==> config.mk <==
export PLATFORM = sky130hd
export DESIGN_NAME = run_request_and_duty_target_core
export DESIGN_NICKNAME = d
export VERILOG_FILES = /design/src/hdl/rrdt_pkg.sv /design/src/hdl/rrdt_regs.sv /design/src/hdl/rrdt_divider.sv /design/src/hdl/run_request_and_duty_target_core.sv
export SDC_FILE = /design/constraint.sdc
export NUM_CORES = 1
export LEC_CHECK = 0
export ABC_AREA = 0
export BUFFER_PORTS_ARGS = -buffer_cell sky130_fd_sc_hd__buf_2
export CAP_MARGIN = 40
export CORE_UTILIZATION = 60
export CTS_CLUSTER_DIAMETER = 30
export DETAILED_ROUTE_END_ITERATION = 10
export PLACE_DENSITY = 0.84
export SLEW_MARGIN = 40
export SYNTH_ARGS = -nofsm -noshare
export SYNTH_HDL_FRONTEND = slang
export SYNTH_SLANG_ARGS = --single-unit
==> constraint.sdc <==
create_clock -name clk -period 15.9 [get_ports clk]
set_input_delay 2.385 -clock clk [delete_from_list [all_inputs] [get_ports clk]]
set_output_delay 2.385 -clock clk [all_outputs]
set_load 0.05 [all_outputs]
==> src/hdl/rrdt_pkg.sv <==
// shared types and constants of the run request and duty target core
`timescale 1ns / 1ps
`default_nettype none

package rrdt_pkg;

    // operating modes
    localparam logic [1:0] MODE_BUTTONS  = 2'd0;
    localparam logic [1:0] MODE_POT      = 2'd1;
    localparam logic [1:0] MODE_COMBINED = 2'd2;

    // register indexes
    localparam logic [2:0] REG_MODE      = 3'd0;
    localparam logic [2:0] REG_START_TH  = 3'd1;
    localparam logic [2:0] REG_STOP_TH   = 3'd2;
    localparam logic [2:0] REG_UPPER     = 3'd3;
    localparam logic [2:0] REG_LOWER     = 3'd4;
    localparam logic [2:0] REG_DUTY_FS   = 3'd5;

    localparam int unsigned ADDR_W = 5;
    localparam int unsigned DATA_W = 32;
    localparam int unsigned DIV_STEPS = 16;

    typedef struct packed {
        logic               start_button;
        logic               stop_button;
        logic signed [15:0] pot_reading;
    } in_item_t;

    typedef struct packed {
        logic        running;
        logic [15:0] duty_target;
    } out_item_t;

    typedef struct packed {
        logic [1:0]  mode;
        logic [15:0] start_threshold;
        logic [15:0] stop_threshold;
        logic [15:0] upper_limit;
        logic [15:0] lower_limit;
        logic [15:0] duty_full_scale;
    } cfg_t;

    typedef enum logic [1:0] {
        ST_IDLE,
        ST_MUL,
        ST_DIV,
        ST_HOLD
    } state_t;

endpackage

`default_nettype wire

==> src/hdl/rrdt_regs.sv <==
// configuration register file behind the apb port
`timescale 1ns / 1ps
`default_nettype none

module rrdt_regs (
    input  wire logic                         clk,
    input  wire logic                         rst_n,
    input  wire logic                         psel,
    input  wire logic                         penable,
    input  wire logic                         pwrite,
    input  wire logic [rrdt_pkg::ADDR_W-1:0]  paddr,
    input  wire logic [rrdt_pkg::DATA_W-1:0]  pwdata,
    output logic      [rrdt_pkg::DATA_W-1:0]  prdata,
    output logic                              pready,
    output rrdt_pkg::cfg_t                    cfg
);

    rrdt_pkg::cfg_t cfg_reg;
    logic [2:0]     reg_index;
    logic           wr_en;

    assign pready    = 1'b1;
    assign reg_index = paddr[rrdt_pkg::ADDR_W-1:2];
    assign wr_en     = psel && penable && pwrite;
    assign cfg       = cfg_reg;

    // register writes on the access phase
    always_ff @(posedge clk or negedge rst_n)
    begin
        if (!rst_n)
        begin
            cfg_reg.mode            <= rrdt_pkg::MODE_BUTTONS;
            cfg_reg.start_threshold <= 16'd0;
            cfg_reg.stop_threshold  <= 16'd0;
            cfg_reg.upper_limit     <= 16'hffff;
            cfg_reg.lower_limit     <= 16'd0;
            cfg_reg.duty_full_scale <= 16'hffff;
        end
        else if (wr_en)
        begin
            unique case (reg_index)
                rrdt_pkg::REG_MODE:     cfg_reg.mode            <= pwdata[1:0];
                rrdt_pkg::REG_START_TH: cfg_reg.start_threshold <= pwdata[15:0];
                rrdt_pkg::REG_STOP_TH:  cfg_reg.stop_threshold  <= pwdata[15:0];
                rrdt_pkg::REG_UPPER:    cfg_reg.upper_limit     <= pwdata[15:0];
                rrdt_pkg::REG_LOWER:    cfg_reg.lower_limit     <= pwdata[15:0];
                rrdt_pkg::REG_DUTY_FS:  cfg_reg.duty_full_scale <= pwdata[15:0];
                default:                ;
            endcase
        end
    end

    // read mux
    always_comb
    begin
        unique case (reg_index)
            rrdt_pkg::REG_MODE:     prdata = {30'd0, cfg_reg.mode};
            rrdt_pkg::REG_START_TH: prdata = {16'd0, cfg_reg.start_threshold};
            rrdt_pkg::REG_STOP_TH:  prdata = {16'd0, cfg_reg.stop_threshold};
            rrdt_pkg::REG_UPPER:    prdata = {16'd0, cfg_reg.upper_limit};
            rrdt_pkg::REG_LOWER:    prdata = {16'd0, cfg_reg.lower_limit};
            rrdt_pkg::REG_DUTY_FS:  prdata = {16'd0, cfg_reg.duty_full_scale};
            default:                prdata = '0;
        endcase
    end

endmodule

`default_nettype wire

==> src/hdl/rrdt_divider.sv <==
// restoring divider, one quotient bit per cycle, quotient known to fit 16 bits
`timescale 1ns / 1ps
`default_nettype none

module rrdt_divider (
    input  wire logic        clk,
    input  wire logic        rst_n,
    input  wire logic        start,
    input  wire logic [31:0] dividend,
    input  wire logic [15:0] divisor,
    output logic             done,
    output logic [15:0]      quotient
);

    logic [15:0] rem_reg,  rem_next;
    logic [15:0] quo_reg,  quo_next;
    logic [15:0] den_reg,  den_next;
    logic [3:0]  cnt_reg,  cnt_next;
    logic        busy_reg, busy_next;
    logic        done_reg, done_next;

    logic [16:0] shifted;
    logic [16:0] trial;
    logic        fits;

    assign done     = done_reg;
    assign quotient = quo_reg;

    // shared subtract and compare unit
    assign shifted = {rem_reg, quo_reg[15]};
    assign trial   = shifted - {1'b0, den_reg};
    assign fits    = shifted >= {1'b0, den_reg};

    // step control
    always_comb
    begin
        rem_next  = rem_reg;
        quo_next  = quo_reg;
        den_next  = den_reg;
        cnt_next  = cnt_reg;
        busy_next = busy_reg;
        done_next = 1'b0;
        if (start)
        begin
            rem_next  = dividend[31:16];
            quo_next  = dividend[15:0];
            den_next  = divisor;
            cnt_next  = '0;
            busy_next = 1'b1;
        end
        else if (busy_reg)
        begin
            rem_next = fits ? trial[15:0] : shifted[15:0];
            quo_next = {quo_reg[14:0], fits};
            cnt_next = cnt_reg + 4'd1;
            if (cnt_reg == 4'(rrdt_pkg::DIV_STEPS - 1))
            begin
                busy_next = 1'b0;
                done_next = 1'b1;
            end
        end
    end

    // control state
    always_ff @(posedge clk or negedge rst_n)
    begin
        if (!rst_n)
        begin
            busy_reg <= 1'b0;
            done_reg <= 1'b0;
            cnt_reg  <= '0;
        end
        else
        begin
            busy_reg <= busy_next;
            done_reg <= done_next;
            cnt_reg  <= cnt_next;
        end
    end

    // datapath
    always_ff @(posedge clk)
    begin
        rem_reg <= rem_next;
        quo_reg <= quo_next;
        den_reg <= den_next;
    end

endmodule

`default_nettype wire

==> src/hdl/run_request_and_duty_target_core.sv <==
// run request and duty target core: flag update, clamp, scale sequencer
// unscaled path in button mode, mode 3, or limits not ordered: input transfer, hold, result register;
// scaled path for the duty target: multiply and divider load, 16 divider steps,
// quotient load, result register.
// items pass through the sequencer one at a time;
// a new item is taken as soon as the sequencer is idle, even with a result still waiting.
`timescale 1ns / 1ps
`default_nettype none

module run_request_and_duty_target_core (
    input  wire logic                         clk,
    input  wire logic                         rst_n,
    input  wire logic                         in_valid,
    output logic                              in_ready,
    input  wire rrdt_pkg::in_item_t           in_data,
    output logic                              out_valid,
    input  wire logic                         out_ready,
    output rrdt_pkg::out_item_t               out_data,
    input  wire logic                         psel,
    input  wire logic                         penable,
    input  wire logic                         pwrite,
    input  wire logic [rrdt_pkg::ADDR_W-1:0]  paddr,
    input  wire logic [rrdt_pkg::DATA_W-1:0]  pwdata,
    output logic      [rrdt_pkg::DATA_W-1:0]  prdata,
    output logic                              pready
);

    rrdt_pkg::cfg_t      cfg;
    rrdt_pkg::state_t    state_reg, state_next;

    logic                run_reg, run_next;
    logic                start_prev_reg, start_prev_next;
    logic                stop_prev_reg, stop_prev_next;
    logic [15:0]         duty_hold_reg, duty_hold_next;
    logic [15:0]         diff_reg, diff_next;
    logic [15:0]         span_reg, span_next;
    logic                out_valid_reg, out_valid_next;
    rrdt_pkg::out_item_t out_data_reg, out_data_next;

    logic                accept;
    logic                div_start;
    logic                div_done;
    logic [15:0]         div_quotient;
    logic [31:0]         product;

    logic signed [16:0]  v_ext;
    logic signed [16:0]  hi_ext;
    logic signed [16:0]  lo_ext;
    logic signed [16:0]  start_ext;
    logic signed [16:0]  stop_ext;
    logic [15:0]         v_clamp;
    logic                limits_ok;
    logic                start_fall;
    logic                stop_fall;
    logic                btn_run;

    rrdt_regs u_regs (
        .clk     (clk),
        .rst_n   (rst_n),
        .psel    (psel),
        .penable (penable),
        .pwrite  (pwrite),
        .paddr   (paddr),
        .pwdata  (pwdata),
        .prdata  (prdata),
        .pready  (pready),
        .cfg     (cfg)
    );

    // multiply feeds the divider's input registers
    assign product   = {16'd0, cfg.duty_full_scale} * {16'd0, diff_reg};
    assign div_start = (state_reg == rrdt_pkg::ST_MUL);

    rrdt_divider u_div (
        .clk      (clk),
        .rst_n    (rst_n),
        .start    (div_start),
        .dividend (product),
        .divisor  (span_reg),
        .done     (div_done),
        .quotient (div_quotient)
    );

    assign in_ready  = (state_reg == rrdt_pkg::ST_IDLE);
    assign accept    = in_valid && in_ready;
    assign out_valid = out_valid_reg;
    assign out_data  = out_data_reg;

    // signed compares of the reading against unsigned settings
    assign v_ext     = {in_data.pot_reading[15], in_data.pot_reading};
    assign hi_ext    = signed'({1'b0, cfg.upper_limit});
    assign lo_ext    = signed'({1'b0, cfg.lower_limit});
    assign start_ext = signed'({1'b0, cfg.start_threshold});
    assign stop_ext  = signed'({1'b0, cfg.stop_threshold});
    assign limits_ok = cfg.upper_limit > cfg.lower_limit;

    // clamp to the limits
    always_comb
    begin
        if (v_ext > hi_ext)
        begin
            v_clamp = cfg.upper_limit;
        end
        else if (v_ext < lo_ext)
        begin
            v_clamp = cfg.lower_limit;
        end
        else
        begin
            v_clamp = v_ext[15:0];
        end
    end

    // button edge detection
    assign start_fall = !in_data.start_button && start_prev_reg;
    assign stop_fall  = !in_data.stop_button && stop_prev_reg;
    assign btn_run    = run_reg ? !stop_fall : start_fall;

    // sequencer next state and outputs
    always_comb
    begin
        state_next      = state_reg;
        run_next        = run_reg;
        start_prev_next = start_prev_reg;
        stop_prev_next  = stop_prev_reg;
        duty_hold_next  = duty_hold_reg;
        diff_next       = diff_reg;
        span_next       = span_reg;
        out_valid_next  = out_valid_reg && !out_ready;
        out_data_next   = out_data_reg;
        unique case (state_reg)
            rrdt_pkg::ST_IDLE:
            begin
                if (accept)
                begin
                    diff_next  = v_clamp - cfg.lower_limit;
                    span_next  = cfg.upper_limit - cfg.lower_limit;
                    state_next = rrdt_pkg::ST_HOLD;
                    case (cfg.mode) inside
                        rrdt_pkg::MODE_BUTTONS:
                        begin
                            run_next        = btn_run;
                            start_prev_next = in_data.start_button;
                            stop_prev_next  = in_data.stop_button;
                            duty_hold_next  = cfg.duty_full_scale;
                        end
                        rrdt_pkg::MODE_POT, rrdt_pkg::MODE_COMBINED:
                        begin
                            if (cfg.mode == rrdt_pkg::MODE_POT)
                            begin
                                if (v_ext > start_ext)
                                begin
                                    run_next = 1'b1;
                                end
                                else if (v_ext < stop_ext)
                                begin
                                    run_next = 1'b0;
                                end
                            end
                            else
                            begin
                                run_next        = btn_run;
                                start_prev_next = in_data.start_button;
                                stop_prev_next  = in_data.stop_button;
                            end
                            if (limits_ok)
                            begin
                                state_next = rrdt_pkg::ST_MUL;
                            end
                            else
                            begin
                                duty_hold_next = 16'd0;
                            end
                        end
                        default:
                        begin
                            // unused mode: run flag and held duty stay as they are
                        end
                    endcase
                end
            end
            rrdt_pkg::ST_MUL:
            begin
                state_next = rrdt_pkg::ST_DIV;
            end
            rrdt_pkg::ST_DIV:
            begin
                if (div_done)
                begin
                    duty_hold_next = div_quotient;
                    state_next     = rrdt_pkg::ST_HOLD;
                end
            end
            rrdt_pkg::ST_HOLD:
            begin
                if (!out_valid_reg || out_ready)
                begin
                    out_valid_next            = 1'b1;
                    out_data_next.running     = run_reg;
                    out_data_next.duty_target = duty_hold_reg;
                    state_next                = rrdt_pkg::ST_IDLE;
                end
            end
            default:
            begin
                state_next = rrdt_pkg::ST_IDLE;
            end
        endcase
    end

    // control state
    always_ff @(posedge clk or negedge rst_n)
    begin
        if (!rst_n)
        begin
            state_reg      <= rrdt_pkg::ST_IDLE;
            run_reg        <= 1'b0;
            start_prev_reg <= 1'b0;
            stop_prev_reg  <= 1'b0;
            duty_hold_reg  <= 16'd0;
            out_valid_reg  <= 1'b0;
        end
        else
        begin
            state_reg      <= state_next;
            run_reg        <= run_next;
            start_prev_reg <= start_prev_next;
            stop_prev_reg  <= stop_prev_next;
            duty_hold_reg  <= duty_hold_next;
            out_valid_reg  <= out_valid_next;
        end
    end

    // payload
    always_ff @(posedge clk)
    begin
        diff_reg     <= diff_next;
        span_reg     <= span_next;
        out_data_reg <= out_data_next;
    end

endmodule

`default_nettype wire

==> results.py, run 1 <==
metrics = {
    "yosys": {
        "synth_edf_count": 97,
        "synth_flop_cell": "edfxtp_1",
        "syn_avg_cell_area_sq_um": 9.419,
        "synthDistinctLibCells": 81,
        "syn-cell-area_sq_um": 21120,
        "async_reset_ff_share_pct": 53.14,
        "ys_seq_elements": 207,
        "seq_area_frac_synth_pct": 27.02,
        "ys_warn_count": 0,
        "netlist_instances": 2242,
    },
    "critical_path": {
        "worstSetupPathType": "reg -> reg",
        "worst_setup_path_end_kind": "flop",
        "start_kind": "flop",
        "cp.required_ns": 16.21,
        "worstPathMaxFanout": 19,
        "cp.arrival_ns": 7.39,
    },
    "sta": {
        "rsz0062_at_grt": "false",
        "hold_viol_final": 0,
        "min_period_over_period_pct": 44.52,
        "worstMarginPinSlew_ns": 0.8035,
        "drv_slew": 0,
        "max_freq_ghz": 0.1413,
        "skew_ns": 0.03456,
        "max-slew-margin-rel_pct": 45.98,
        "min_period_ns": 7.078,
        "setup_tns_ns": 0,
        "setup_viol": 0,
    },
    "placement": {
        "place.gp.congestion": 0.9459,
        "port_buffers": 78,
        "dp.cells": 2681,
        "hpwl_mm": 39.98,
        "dpl_cell_area_sq_um": 21700,
    },
    "grt": {
        "grt_pass1_wl_mm": 89.80,
        "top_usage_layer": "met2",
        "grt_use_met3_pct": 7.213,
        "antenna_found_initial": 2,
        "grt_max_degree": 83,
        "gr-usage-all-layers_pct": 31.67,
        "globalRouteOverflowTotal": 0,
        "use_met1_pct": 39.54,
        "use_met2_pct": 52.40,
        "grt_pass1_vias": 17742,
    },
    "clock_network": {
        "cts_resized": 0,
        "insertion_delay_ns": 0.58,
        "tritoncts": "built",
        "post_cts_buffers": 0,
        "cts_root_buf": "clkbuf_16",
        "numClockSinks": 207,
        "numCtsBuffers": 46,
        "clk_path_buf_depth": 3,
        "cts_htree_levels": 2,
        "postCtsHoldBufs": 0,
        "clkTransAtPathRegs_ns": 0.04,
    },
    "layout": {
        "final_core_util_pct": 67.58,
        "final_cells": 2767,
        "antenna_cells": 0,
        "drive_above_1_share_pct": 12.11,
        "largest_reg_flops": 82,
        "stdcell_area_sq_um": 23400,
        "fillCellCount": 2391,
        "syn_to_final_growth_pct": 10.81,
        "fin_nets": 2754,
    },
    "floorplanning": {
        "rows": 68,
        "die_h_um": 189.6,
        "io_pins": 114,
        "dieArea_sq_um": 35950,
        "dieWidth_um": 189.6,
        "initial_core_util_pct": 60.98,
        "core_sq_um": 34630,
    },
    "routing": {
        "drt-vias-per-instance": 6.072,
        "drt_first_iter_violations": 1446,
        "vias": 16800,
        "wl_per_cell_um": 20.00,
        "antenna_left": 0,
        "drt_wl_total_mm": 55.34,
        "remaining_drc_errors": 0,
        "dr.pass1.iters": 8,
    },
    "worst_hold_path": {
        "hold_path.class": "reg -> reg",
    },
    "job": {
        "cap_viol_max_count": 0,
    },
    "run_status": {
        "status": "finished, final reports clean",
    },
}
-- Yosys cell counts (3+ instances only) --
library cell	instances	area, sq um
o21ai_0	126	630.6
a211oi_1	10	75.07
nor2_1	83	311.6
a31oi_1	7	43.79
a31o_2	3	26.28
o31ai_1	8	60.06
xor2_1	23	201.4
a211o_1	3	26.28
clkbuf_1	84	315.3
inv_1	330	1239
nand2b_1	11	68.82
a21o_1	34	255.2
ha_1	221	2765
nor4_1	6	37.54
fa_1	197	3944
nand3_1	25	125.1
buf_4	17	127.6
buf_6	4	45.04
mux2_2	55	619.3
mux2i_1	38	380.4
buf_2	6	30.03
o21bai_1	7	52.55
and2_1	119	744.5
buf_1	5	18.77
edfxtp_1	97	2913
o211ai_1	6	45.04
nand2_1	293	1100
nor3_1	16	80.08
nand4_1	19	118.9
o21ai_1	15	75.07
o22ai_1	19	118.9
a21oi_1	92	460.4
dfrtp_1	78	1952
a22oi_1	16	120.1
nor2b_1	20	125.1
o21a_1	17	127.6
xnor2_1	41	359.1
and3_1	6	37.54
dfstp_2	32	840.8
-- worst max-delay path, stage by stage (launching register included) --
cell	delay, ns
dfstp_2	0.83
nand2_1	0.19
fa_1	0.58
inv_1	0.05
fa_1	0.49
fa_1	0.54
fa_1	0.54
fa_1	0.55
inv_1	0.05
fa_1	0.56
inv_1	0.05
ha_1	0.37
and4_1	0.26
and3_1	0.19
o2111ai_1	0.17
a41oi_1	0.26
a31o_2	0.32
nand3_1	0.08
a21oi_1	0.08
or4b_1	0.46
and3_1	0.18
-- per-stage QoR --
stage / hold WS, ns / setup WS (ns)
after CTS: 0.4112 / 8.864
final: 0.4120 / 8.822
after floorplan: 0.4003 / 9.320
after global placement: 0.4024 / 8.766
after global routing: 0.4320 / 8.588
after detailed placement: 0.4116 / 8.663
-- path summary, 6_finish.rpt --
kind,from,to,slack [ns],cells after the start
setup reg to reg,u_regs.cfg[7]$_DFFE_PN1P_,u_div.rem_reg[13]$_DFFE_PP_,8.82,20
max in group asynchronous,rst_n,u_regs.cfg[60]$_DFFE_PN0P_,13.06,2
setup / recovery,u_regs.cfg[7]$_DFFE_PN1P_,u_div.rem_reg[13]$_DFFE_PP_,8.82,20
min in group asynchronous,rst_n,start_prev_reg$_DFFE_PN0P_,1.74,1
hold / removal,span_reg[13]$_DFFE_PP_,u_div.den_reg[13]$_DFFE_PP_,0.41,0
hold reg to reg,span_reg[13]$_DFFE_PP_,u_div.den_reg[13]$_DFFE_PP_,0.41,0
-- placed cells by master (no fill, tap or decap), drive strengths merged, types with 26 or more instances in the layout --
cell type,Yosys,layout
nor2,84,84
and2,119,119
nand3,26,26
xnor2,41,41
ha,221,221
buf,32,85
dfstp,32,32
a21o,34,34
nand2,293,293
clkbuf,85,56
mux2i,38,38
a21oi,92,92
dfrtp,78,78
fa,197,197
inv,330,331
o21ai,142,142
edfxtp,97,97
mux2,56,56
-- metal layers --
metal  part of all wire [%]  routed length, um
met5                  0.058                 32
met4                    4.5               2497
met3                    9.8               5404
met2                     47              26140
met1                     38              21270
-- area by class of cell --
class | instances | area, sq um | share of cell area [%]
multi-input combinational | 1603 | 13730 | 58.66
sequential | 207 | 5705 | 24.38
inverter | 330 | 1239 | 5.293
clock buffer | 55 | 1236 | 5.283
tap | 455 | 569.3 | 2.433
clock inverter | 31 | 461.7 | 1.973
timing repair buffer | 86 | 461.7 | 1.973
-- cell families (layout without fill, tap and decap cells) --
family          count (synthesis)  in the layout  synth area share, %
compound gates                392            392                11.40
xor+xnor                       64             64                2.654
fa+ha+maj                     418            418                31.77
buf+inv                       447            502                8.431
flops                         207            207                27.02
mux                            95             95                4.912
other cells                     2             17              0.03556
simple gates                  617            617                13.78
Power of run 1 is left out: the tool's default activity adds up to more than one toggle a clock period on the data nets, which glitch-free logic cannot reach.
==> run 2: changes to the inputs <==
clock period = 7.3 ns   (was 15.9 ns; I/O delays follow)
==> run 2 against run 1 <==
Die area did not move. Critical path depth did not move. Cell area barely moved. Cell count rose by 0.54%. Non-clock buffer count rose by 17. Sequential share of layout area barely moved. Clock-buffer cell count rose by 1. Via count barely moved. Fmax rose by 0.84%. Register-to-register slack got worse by 8.5 ns. Wire length fell by 3.4%. Worst setup slack got worse by 8.5 ns.
==> results.py, run 2 (synthesis results as in run 1) <==
metrics = {
    "grt": {
        "globalRouteOverflowTotal": 0,
        "grt_max_degree": 83,
        "use_met2_pct": 50.03,
        "gr-usage-all-layers_pct": 30.15,
        "grt_pass1_vias": 17232,
        "top_usage_layer": "met2",
        "use_met1_pct": 38.64,
        "antenna_found_initial": 0,
        "grt_use_met3_pct": 5.903,
        "grt_pass1_wl_mm": 85.86,
    },
    "worst_hold_path": {
        "min_from": "span_reg[12]$_DFFE_PP_",
        "hold_path.class": "reg -> reg",
    },
    "routing": {
        "wl_per_cell_um": 19.22,
        "drt_first_iter_violations": 1618,
        "dr.pass1.iters": 7,
        "drt_wl_total_mm": 53.46,
        "remaining_drc_errors": 0,
        "drt-vias-per-instance": 6.044,
        "vias": 16815,
        "antenna_left": 0,
    },
    "critical_path": {
        "crit_family": "adder cells",
        "worstSetupPathType": "reg -> reg",
        "reg2reg_from": "u_regs.cfg[9]$_DFFE_PN1P_",
        "crit_top_cell": "fa_1",
        "start_kind": "flop",
        "crit_buf_inv": 3,
        "worst_setup_path_end_kind": "flop",
        "cp.arrival_ns": 7.32,
        "cp.required_ns": 7.60,
        "worstPathMaxFanout": 19,
        "crit_start": "u_regs.cfg[9]$_DFFE_PN1P_",
        "crit_slowest_cell": "dfstp_2",
        "critPathMaxStageDelay_ns": 0.81,
        "crit_path_cell_trace": "nand2_1 > fa_1 > fa_1 > inv_1 > fa_1 > fa_1 > fa_1 > inv_1 > fa_1 > inv_1 > ha_1 > and4_1 > and3_1 > o2111ai_1 > a41oi_1 > a31o_2 > nand3_1 > a21oi_1 > or4b_1 > and3_1",
    },
    "floorplanning": {
        "die_h_um": 189.6,
        "core_sq_um": 34630,
        "dieArea_sq_um": 35950,
        "initial_core_util_pct": 60.98,
        "dieWidth_um": 189.6,
        "io_pins": 114,
        "rows": 68,
    },
    "clock_network": {
        "cts_htree_levels": 2,
        "numClockSinks": 207,
        "post_cts_buffers": 0,
        "clk_path_buf_depth": 3,
        "cts_root_buf": "clkbuf_16",
        "tritoncts": "built",
        "clkTransAtPathRegs_ns": 0.05,
        "numCtsBuffers": 45,
        "postCtsHoldBufs": 0,
        "insertion_delay_ns": 0.56,
        "cts_resized": 0,
    },
    "sta": {
        "drv_slew": 0,
        "worstMarginPinSlew_ns": 0.8255,
        "hold_viol_final": 0,
        "max-slew-margin-rel_pct": 44.97,
        "min_period_over_period_pct": 96.15,
        "max_freq_ghz": 0.1425,
        "skew_ns": 0.02900,
        "min_period_ns": 7.019,
        "setup_viol": 0,
        "rsz0062_at_grt": "false",
        "setup_tns_ns": 0,
    },
    "layout": {
        "layout_commonest_cell": "inv_1",
        "fin_nets": 2770,
        "largest_reg_flops": 82,
        "mostFrequentLayoutCells": "inv_1, nand2_1, ha_1",
        "drive_above_1_share_pct": 12.72,
        "antenna_cells": 0,
        "syn_to_final_growth_pct": 10.82,
    },
    "placement": {
        "place.gp.congestion": 0.9112,
        "hpwl_mm": 40.56,
        "port_buffers": 78,
    },
    "run_status": {
        "status": "finished, final reports clean",
    },
    "job": {
        "cap_viol_max_count": 0,
    },
}
run 2: changes by cell type in the layout (fill, tap and decap cells not counted), moves of 3 or more:
cell,delta
inv_6,+5
bufinv_16,-6
clkbuf_8,+3
clkinvlp_4,+5
buf_4,+17
clkinv_2,-6
run 2: per-stage QoR:
step | utilization (%) | worst slack (ns) | area, sq um | instances | hold WS, ns
6_report | 67.58 | 0.2809 | 23400 | 2782 | 0.4054
5_1_grt | 67.58 | 0.04946 | 23400 | 2782 | 0.4167
4_1_cts | 67.55 | 0.3151 | 23390 | 2782 | 0.4120
3_5_place_dp | 63.01 | 0.3553 | 21820 | 2698 | 0.4164
3_3_place_gp | 62.98 | 0.5112 | 21810 | 2698 | 0.4013
2_1_floorplan | - | 0.7196 | 21170 | 2257 | 0.4003
run 2: area by class of cell:
cell class,instances,area [sq um]
Clock inverter,28,324.1
Fill cell,2395,11230
Clock buffer,56,1249
Tap cell,455,569.3
Inverter,330,1239
Multi-Input combinational cell,1603,13730
Timing Repair Buffer,103,589.3
Sequential cell,207,5705
run 2: path summary, 6_finish.rpt:
path	endpoint	slack [ns]	depth (start not counted)
max reg2reg	u_div.rem_reg[13]$_DFFE_PP_	0.28	20
max	u_div.rem_reg[13]$_DFFE_PP_	0.28	20
min in group asynchronous	u_div.busy_reg$_DFF_PN0_	0.46	1
min	u_div.den_reg[12]$_DFFE_PP_	0.41	0
min reg2reg	u_div.den_reg[12]$_DFFE_PP_	0.41	0
max in group asynchronous	u_regs.cfg[70]$_DFFE_PN0P_	5.73	2
run 2: per-layer routing:
metal / wire, um / share of wire (%) / vias up
li1: - / - / 7470
met1: 21440 / 40 / 8267
met2: 25360 / 47 / 895
met3: 4641 / 8.7 / 183
met4: 2019 / 3.8 / 0
met5: 0 / 0 / -
Power of run 2 is left out for the same reason.
